**config.mk**
```make
export PLATFORM = sky130hd
export DESIGN_NAME = lifo_stack_with_search
export DESIGN_NICKNAME = d
export VERILOG_FILES = /design/src/rtl/core/lstk_pkg.sv /design/src/rtl/core/lifo_stack_with_search.sv /design/src/rtl/core/lstk_mem.sv
export SDC_FILE = /design/constraint.sdc
export NUM_CORES = 2
export LEC_CHECK = 0
export ABC_AREA = 1
export BUFFER_PORTS_ARGS = -buffer_cell sky130_fd_sc_hd__buf_2
export CAP_MARGIN = 5
export CORE_UTILIZATION = 51
export CTS_CLUSTER_SIZE = 16
export DETAILED_ROUTE_END_ITERATION = 10
export MAX_ROUTING_LAYER = met4
export PLACE_DENSITY = 0.69
export SYNTH_ARGS = -nofsm -noshare
export SYNTH_HDL_FRONTEND = slang
export SYNTH_SLANG_ARGS = --single-unit
```
**constraint.sdc**
```tcl
create_clock -name clk_i -period 3.8 [get_ports clk_i]
set_input_delay 0.38 -clock clk_i [delete_from_list [all_inputs] [get_ports clk_i]]
set_output_delay 0.38 -clock clk_i [all_outputs]
set_load 0.01 [all_outputs]
```
**src/rtl/core/lstk_pkg.sv**
```systemverilog
package lstk_pkg;

  // request codes carried on action_i
  typedef enum logic [1:0] {
    ACT_PUSH   = 2'd0,
    ACT_POP    = 2'd1,
    ACT_PEEK   = 2'd2,
    ACT_SEARCH = 2'd3
  } action_e;

  // result status codes
  typedef enum logic [1:0] {
    ST_OK    = 2'd0,
    ST_UNDER = 2'd1,
    ST_OVER  = 2'd2
  } status_e;

  localparam int unsigned WordW  = 32;
  localparam int unsigned CountW = 7;

  // control of the stack memory port
  typedef struct packed {
    logic we;
    logic re;
  } mem_req_t;

endpackage

```
**src/rtl/core/lifo_stack_with_search.sv**
```systemverilog
// LIFO stack of signed 32-bit words with push, pop, peek and key search.
// Requests: drive action_i and value_i with start_i high; the request is
// taken at a rising edge where start_i is high and busy_o is low.
// Results: done_o is high for exactly one cycle with data_out_o, found_o,
// entry_count_o, is_empty_o and status_o valid in that cycle. The receiver
// cannot stall; results are not held.
// Handling of a request from the request edge to the done_o cycle:
//   push, refused push, pop/peek on empty, search on empty: done_o in the
//   next cycle. pop and peek: one read of the stack memory, then done_o.
//   search: the key is compared against one stored entry per cycle
//   through the single memory read port, up to DEPTH entries.
// busy_o is low again in the done_o cycle, so a new request can be taken at
// the edge that ends it. One request is handled at a time.
// Reset: the entry count clears to zero at once; the memory itself is not
// cleared since only entries below the count are ever read.
module lifo_stack_with_search #(
  parameter int unsigned DEPTH = 64
) (
  input  logic                               clk_i,
  input  logic                               rst_ni,
  input  logic                               start_i,
  output logic                               busy_o,
  input  logic [1:0]                         action_i,
  input  logic signed [lstk_pkg::WordW-1:0]  value_i,
  output logic                               done_o,
  output logic signed [lstk_pkg::WordW-1:0]  data_out_o,
  output logic                               found_o,
  output logic [lstk_pkg::CountW-1:0]        entry_count_o,
  output logic                               is_empty_o,
  output logic [1:0]                         status_o
);
  import lstk_pkg::*;

  localparam int unsigned AddrW = $clog2(DEPTH);
  localparam int unsigned CntW  = $clog2(DEPTH + 1);

  typedef enum logic [1:0] {
    S_IDLE,
    S_READ,
    S_SCAN
  } state_e;

  state_e                  state_q;
  logic [CntW-1:0]         count_q;
  logic [CntW-1:0]         scan_idx_q;
  logic                    pop_q;
  logic                    hit_q;
  logic signed [WordW-1:0] key_q;
  logic                    done_q;
  logic signed [WordW-1:0] data_q;
  logic                    found_q;
  status_e                 status_q;

  logic                    accept;
  logic                    full;
  logic                    empty;
  logic [CntW-1:0]         cnt_m1;
  logic                    match;
  logic                    scan_last;
  mem_req_t                mem_req;
  logic [AddrW-1:0]        mem_addr;
  logic signed [WordW-1:0] rdata;
  logic [CntW+CountW-1:0]  count_ext;

  assign busy_o    = (state_q != S_IDLE);
  assign accept    = start_i & ~busy_o;
  assign full      = (count_q == CntW'(DEPTH));
  assign empty     = (count_q == '0);
  assign cnt_m1    = count_q - 1'b1;
  assign match     = (rdata == key_q);
  assign scan_last = (scan_idx_q == count_q);

  // memory port control: push writes, pop/peek and search read
  always_comb begin
    mem_req  = '0;
    mem_addr = '0;
    if (accept) begin
      unique case (action_i)
        ACT_PUSH: begin
          mem_req.we = ~full;
          mem_addr   = count_q[AddrW-1:0];
        end
        ACT_POP, ACT_PEEK: begin
          mem_req.re = ~empty;
          mem_addr   = cnt_m1[AddrW-1:0];
        end
        ACT_SEARCH: begin
          mem_req.re = ~empty;
          mem_addr   = '0;
        end
        default: begin
          mem_req = '0;
        end
      endcase
    end else if (state_q == S_SCAN && !scan_last) begin
      mem_req.re = 1'b1;
      mem_addr   = scan_idx_q[AddrW-1:0];
    end
  end

  lstk_mem #(
    .DEPTH (DEPTH)
  ) u_mem (
    .clk_i   (clk_i),
    .req_i   (mem_req),
    .addr_i  (mem_addr),
    .wdata_i (value_i),
    .rdata_o (rdata)
  );

  // request sequencer with registered results
  always_ff @(posedge clk_i or negedge rst_ni) begin
    if (!rst_ni) begin
      state_q    <= S_IDLE;
      count_q    <= '0;
      scan_idx_q <= '0;
      pop_q      <= 1'b0;
      hit_q      <= 1'b0;
      done_q     <= 1'b0;
      found_q    <= 1'b0;
      status_q   <= ST_OK;
    end else begin
      done_q <= 1'b0;
      unique case (state_q)
        S_IDLE: begin
          if (accept) begin
            key_q   <= value_i;
            pop_q   <= (action_i == ACT_POP);
            data_q  <= '0;
            found_q <= 1'b0;
            unique case (action_i)
              ACT_PUSH: begin
                done_q <= 1'b1;
                if (full) begin
                  status_q <= ST_OVER;
                end else begin
                  status_q <= ST_OK;
                  count_q  <= count_q + 1'b1;
                end
              end
              ACT_POP, ACT_PEEK: begin
                if (empty) begin
                  done_q   <= 1'b1;
                  status_q <= ST_UNDER;
                end else begin
                  state_q <= S_READ;
                end
              end
              ACT_SEARCH: begin
                if (empty) begin
                  done_q   <= 1'b1;
                  status_q <= ST_OK;
                end else begin
                  state_q    <= S_SCAN;
                  scan_idx_q <= CntW'(1);
                  hit_q      <= 1'b0;
                end
              end
              default: begin
                state_q <= S_IDLE;
              end
            endcase
          end
        end
        S_READ: begin
          done_q   <= 1'b1;
          data_q   <= rdata;
          status_q <= ST_OK;
          if (pop_q) begin
            count_q <= cnt_m1;
          end
          state_q <= S_IDLE;
        end
        S_SCAN: begin
          // compare the entry read last cycle, stop after the top entry
          if (scan_last) begin
            done_q   <= 1'b1;
            found_q  <= hit_q | match;
            status_q <= ST_OK;
            state_q  <= S_IDLE;
          end else begin
            hit_q      <= hit_q | match;
            scan_idx_q <= scan_idx_q + 1'b1;
          end
        end
        default: begin
          state_q <= S_IDLE;
        end
      endcase
    end
  end

  // result ports
  assign count_ext     = {{CountW{1'b0}}, count_q};
  assign done_o        = done_q;
  assign data_out_o    = data_q;
  assign found_o       = found_q;
  assign status_o      = status_q;
  assign entry_count_o = count_ext[CountW-1:0];
  assign is_empty_o    = empty;

  // count never exceeds the stack depth
  assert property (@(posedge clk_i) disable iff (!rst_ni)
    count_q <= CntW'(DEPTH))
    else $error("entry count above depth");

  // an accepted push on a non-full stack grows the count by one
  assert property (@(posedge clk_i) disable iff (!rst_ni)
    (accept && action_i == ACT_PUSH && !full) |=> count_q == $past(count_q) + 1'b1)
    else $error("push did not grow the count");

  // underflow only reported on an empty stack with zero data
  assert property (@(posedge clk_i) disable iff (!rst_ni)
    (done_q && status_q == ST_UNDER) |-> (empty && data_q == '0))
    else $error("bad underflow result");

  // the scan pointer stays within the held entries
  assert property (@(posedge clk_i) disable iff (!rst_ni)
    (state_q == S_SCAN) |-> (scan_idx_q != '0 && scan_idx_q <= count_q))
    else $error("scan pointer out of range");

endmodule

```
**src/rtl/core/lstk_mem.sv**
```systemverilog
module lstk_mem #(
  parameter int unsigned DEPTH = 64
) (
  input  logic                               clk_i,
  input  lstk_pkg::mem_req_t                 req_i,
  input  logic [$clog2(DEPTH)-1:0]           addr_i,
  input  logic signed [lstk_pkg::WordW-1:0]  wdata_i,
  output logic signed [lstk_pkg::WordW-1:0]  rdata_o
);
  import lstk_pkg::*;

  logic signed [WordW-1:0] mem_q [DEPTH];
  logic signed [WordW-1:0] rdata_q;

  // single port storage, registered read
  always_ff @(posedge clk_i) begin
    if (req_i.we) begin
      mem_q[addr_i] <= wdata_i;
    end
    if (req_i.re) begin
      rdata_q <= mem_q[addr_i];
    end
  end

  assign rdata_o = rdata_q;

endmodule
```
# Yosys cells after proc, flatten, opt, wreduce, memory -nomap -nowiden
# Memories as Yosys holds them, arrays and structs flattened. A register that Yosys moved wholly into a read port is not among the register bits.
# Cells that the tools add are included.
[word_totals] out_inout_bits=45 reg_bits=86 memories=1 ram_bits=2048
[mem_list] memory="u_mem.mem_q" words=64 word_bits=32 read_ports=1 rd_clocked_by_memory_dff=1 wr=1 line_no="lstk_mem.sv:12" text="logic signed [WordW-1:0] mem_q [DEPTH];"
[classes] reduce_logical=19 n_bitwise=5 n_mux=47 addsub=3 n_eq_ne=21
[op_table] cell="32-bit case mux with 2 select lines" n=1
[op_table] cell="7-bit 2-to-1 mux" n=8
[op_table] cell="32-bit == test" n=1
[op_table] cell="32-bit 2-to-1 mux" n=1
[op_table] cell="7-bit case mux with 2 select lines" n=2
[op_table] cell="5-bit AND reduction" n=4
[op_table] cell="6-bit case mux with 3 select lines" n=1
[op_table] cell="1-bit 2-to-1 mux" n=16
[op_table] cell="2-bit 2-to-1 mux" n=8
[op_table] cell="7-bit by 1-bit adder with 7-bit output (second input constant)" n=2
[op_table] cell="6-bit 2-to-1 mux" n=2
[op_table] cell="2-bit != test (second input constant)" n=6
[op_table] cell="3-bit != test (second input constant)" n=4
[op_table] cell="2-bit case mux with 3 select lines" n=2
[op_table] cell="3-bit AND reduction" n=3
[op_table] cell="2-bit case mux with 2 select lines" n=2
[op_table] cell="7-bit == test" n=1
[op_table] cell="7-bit == test (second input constant)" n=1
[op_table] cell="7-bit logical NOT" n=1
[op_table] cell="7-bit by 1-bit subtractor with 7-bit output (second input constant)" n=1
[op_table] cell="2-bit == test (second input constant)" n=3
[op_table] cell="1-bit case mux with 2 select lines" n=3
[op_table] cell="2-bit nonzero test" n=3
[op_table] cell="2-bit by 1-bit == test with 1-bit output (second input constant)" n=2
[op_table] cell="other kinds (13)" n=17

# Depth between registers and ports, before layout
[depth] depth_word=6 depth_mapped=19 depth_no_buf=17

# Cells and area by module
# Synthesis repeated with hierarchy kept, for this count alone.
[hier_totals] cells_unflattened=8917 hier_area_um2=91318.8
[modules_own_cells] mod="lstk_mem" instances=1 cells_per_inst=8440 area_per_inst_um2=86823.3
[modules_own_cells] mod="lifo_stack_with_search" instances=1 cells_per_inst=477 area_per_inst_um2=4495.6

# Worst setup path before layout
# Ideal clock, no wire load.
[synth_path] path_type="register -> register" from="reg count_q[0], in the netlist entry_count_o[0]" to="reg u_mem.rdata_q[0], in the netlist u_mem.rdata_o[0], read port of u_mem.mem_q (enable)" stages_incl_launch_ff=9 synth_period_minus_slack_ns=4.111 t_required_ns=3.330 n_path_buf=0 slack_ns=-0.311 arrival_time_ns=3.641 cell_sequence="dfrtp_1 inv_2 ha_1 nand2_1 nor2_1 nand2_1 inv_1 o21ai_0 a21boi_0"
[synth_lines] item="start, declared" line_no="lifo_stack_with_search.sv:44" text="logic [CntW-1:0] count_q;"
[synth_lines] item="start signal, assigned" line_no="lifo_stack_with_search.sv:138" text="count_q <= count_q + 1'b1;"
[synth_lines] item="start signal, assigned" line_no="lifo_stack_with_search.sv:170" text="count_q <= cnt_m1;"
[synth_lines] item="end, declared" line_no="lstk_mem.sv:13" text="logic signed [WordW-1:0] rdata_q;"

# Final worst setup path
[layout_path] from="reg state_q[1]" to="mem u_mem.mem_q[58][19] (enable)"
[layout_via] elab_chain_len=6 word_cells_on_any_way=10 classes_between="eq/ne: 1; mux: 5; bitwise: 2; reduce/logical: 2"
[layout_rtl] item="start, declared" line_no="lifo_stack_with_search.sv:43" text="state_e state_q;"
[layout_rtl] item="start signal, assigned" line_no="lifo_stack_with_search.sv:114" text="state_q <= S_IDLE;"
[layout_rtl] item="start signal, assigned" line_no="lifo_stack_with_search.sv:146" text="state_q <= S_READ;"
[layout_rtl] item="start signal, assigned" line_no="lifo_stack_with_search.sv:154" text="state_q <= S_SCAN;"
[layout_rtl] item="2-bit nonzero test" line_no="lifo_stack_with_search.sv:65" text="assign busy_o = (state_q != S_IDLE);"
[layout_rtl] item="1-bit NOT" line_no="lifo_stack_with_search.sv:66" text="assign accept = start_i & ~busy_o;"
[layout_rtl] item="1-bit bitwise AND" line_no="lifo_stack_with_search.sv:66"
[layout_rtl] item="1-bit 2-to-1 mux" line_no="lifo_stack_with_search.sv:77" text="if (accept) begin"
[layout_rtl] item="1-bit 2-to-1 mux" line_no="lstk_mem.sv:17" text="if (req_i.we) begin"
[layout_rtl] item="1-bit 2-to-1 mux (not written as such)" line_no="lstk_mem.sv:18" text="mem_q[addr_i] <= wdata_i;"
[layout_rtl] item="end, declared" line_no="lstk_mem.sv:12"
# Several ways; a longest one is shown, not always the timed one.

==> reports/results.ini <==
[layout]
syn_to_final_growth_pct=14.19
final_nets=9391
drive_above_1_share=0.09330
final_area_sq_mm=0.1066

[floorplanning]
rows=156
dieWidth_um=429.9
die-area_sq_mm=0.1848
core_area_sq_mm=0.1813
die_h_um=429.9
io_pins=82
start_util=0.5150

[global_routing]
grt_max_degree=99
grt_usage=0.2884
grt_pass1_wl_mm=381.3
first_global_vias=59640
antenna_found_initial=10
overflow=0

[route]
wl_mm=258.8
detail-route-antenna-nets=0
vias_per_cell=5.324
num_vias=63330
dr.pass1.iters=7
drt_iter0_markers=8130
drcViolationCount=0
wl_per_cell_um=21.76

[critical_path]
cp-end-kind=register
cp.required_ns=4.38
crit_type=register to register
start_kind=register
path_cells=inv_1, ha_1, nand2_1, clkinv_1, buf_4, nand3_1, nor2_1, nand2_1, nor2_4, buf_4
r2r_slack_ns=0.16
path_max_fanout=26
max_stage_delay_ns=1.01
cpMaxStageDelayCell=nor2_4
worstPathArrival_ns=4.21

[place]
place_area_sq_mm=0.09993
io_buffers=81
dp_hpwl_mm=156.5
place.gp.congestion=0.9246

[clock_network]
cts.sinks=2166
numCtsBuffers=213
cts_tree=done
clock_latency_ns=0.88
clk_pin_slew_worst_paths_ns=0.06
root_buffer=clkbuf_16
htreeDepth=4
clockBufferDepth=3
post-cts-setup-buffers=0

[synthesis]
post_synth_num_cell_types=44
synth.cell_area_sq_mm=0.09338
synthArstFlopShare=0.01016
yosysMostFrequentCell=nand2_1
yosysTopAreaCellShare=0.6895
ys_top_cells_by_count=nand2_1, edfxtp_1, inv_1
syn_inst=8999
seq_area_frac_synth=0.6954
syn_nets=9048
synth_edf_count=2144
yosysTopAreaCell=edfxtp_1
ys.flop_type=edfxtp_1
yosys_warnings=0
synth.avg_cell_area_sq_um=10.38
ys_ff_latch=2166
synth_area_leaders=edfxtp_1, nand2_1, inv_1

[pwr]
p_leak_nw=46.28
power_density_mw_per_mm2=648.0
ir_drop_mv=0.5281

[sta]
finalCriticalPeriod_ns=3.636
finalCritPeriodShare=0.9567
final-hold-violation-count=0
worst_hold_slack_ns=0.05027
slew_viol_final=0
setup_viol=0
fmax_ghz=0.2751
slew_headroom=0.1759
worst_slew_pin_slew_ns=1.236
skew_ns=0.03810

[min_path]
hold_path.class=primary input to async pin

[status]
status=finished, final reports clean

[job]
cap_violations=0

-- sequential cells by signal, summed over array words and instances, names as in the netlist --
name and cells:
u_mem.mem_q 2048, data_out_o 32, key_q 32, u_mem.rdata_o 32
entry_count_o 7, scan_idx_q 7, state_q 2, status_o 2
done_o 1, found_o 1, hit_q 1, pop_q 1
-- per-stage QoR --
stage          std cells  power, mW  setup TNS, ns  utilization  setup WS (ns)
2_1_floorplan       8999      39.85        -176.08            -        -0.1153
3_3_place_gp       11490      48.59         -3.079       0.5511        -0.5150
3_5_place_dp       11490      48.89         -2.982       0.5511        -0.4866
4_1_cts            11890      68.82              0       0.5877        0.02481
5_1_grt            11890      71.76       -0.01537       0.5880      -0.004041
6_report           11900      69.10              0       0.5880         0.1644
-- cells in the final DEF, fill, tap and decap left out, types with 7 or more instances in the layout --
cell / netlist / routed
nand3_1: 1042 / 1042
buf_12: 0 / 109
nand2_1: 2732 / 2732
nor2_1: 152 / 77
clkbuf_1: 17 / 58
a21oi_1: 8 / 7
nor4_1: 7 / 7
inv_6: 0 / 7
clkinv_2: 0 / 32
o21ai_1: 67 / 73
xnor2_1: 14 / 14
edfxtp_1: 2144 / 2144
bufinv_16: 0 / 12
nor2_2: 9 / 9
buf_4: 11 / 301
inv_2: 11 / 11
clkbuf_16: 0 / 213
clkinv_8: 0 / 9
o21ai_0: 123 / 116
nor2_4: 1 / 76
inv_1: 2118 / 2118
buf_2: 337 / 81
diode_2: 0 / 8
dfrtp_1: 22 / 22
ha_1: 12 / 12
clkinv_1: 1 / 57
nand4_1: 103 / 103
xor2_1: 24 / 24
-- power breakdown --
part	switching [mW]	internal, mW	leakage, nW
registers	0.724	27.1	19.6
logic	14.8	6.36	23.5
clock network	9.00	11.1	3.19
total	24.5	44.6	46.3
-- worst paths after layout --
kind	cells past startpoint	startpoint	endpoint
max reg2reg	10	state_q[1]$_DFFE_PN0P_	u_mem.mem_q[58][19]$_DFFE_PP_
max	10	state_q[1]$_DFFE_PN0P_	u_mem.mem_q[58][19]$_DFFE_PP_
min reg2reg	2	hit_q$_DFFE_PN0P_	hit_q$_DFFE_PN0P_
min	2	rst_ni	status_o[1]$_DFFE_PN0P_
min in group clk_i	5	start_i	status_o[1]$_DFFE_PN0P_
max in group asynchronous	2	rst_ni	hit_q$_DFFE_PN0P_
-- area by class of cell --
class	count	area [sq um]
sequential	2166	64930
inverter	2131	8001
antenna	8	20.02
clock buffer	271	5548
multi-input combinational	4331	19200
fill	14350	74700
timing repair buffer	499	4946
tap	2370	2965
clock inverter	120	1013
-- metal layers --
layer  part of all wire  track usage  up-vias
met1               0.40       0.3914    30290
met3               0.11      0.04953      520
met4              0.041       0.1085        0
met5                  0            -        -
met2               0.45       0.4376     3341
li1                   -            -    29180
-- cell families after synthesis --
logic type / after synthesis / synth area share
xor gates and xnor gates: 38 / 0.003564
adders and majority gates: 12 / 0.001608
and+or+nand+nor: 4065 / 0.1816
buffers and inverters: 2502 / 0.1056
AOI/OAI and AO/OA: 216 / 0.01231
DFF: 2166 / 0.6954
-- timing repair --
item	in CTS	in global routing
hold buffers	6	0
gates resized for setup	5	17
endpoints found under the hold margin	59	0
setup endpoints to repair	4	13
-- critical path: cells and delay by family (launching register included) --
family | cells | cell delay (ns)
adder cells (fa/ha/maj) | 1 | 0.16
buffers and inverters | 4 | 0.70
flip-flops | 1 | 0.43
AND/OR/NAND/NOR | 5 | 2.03
Power figures use the tool's default switching activity.
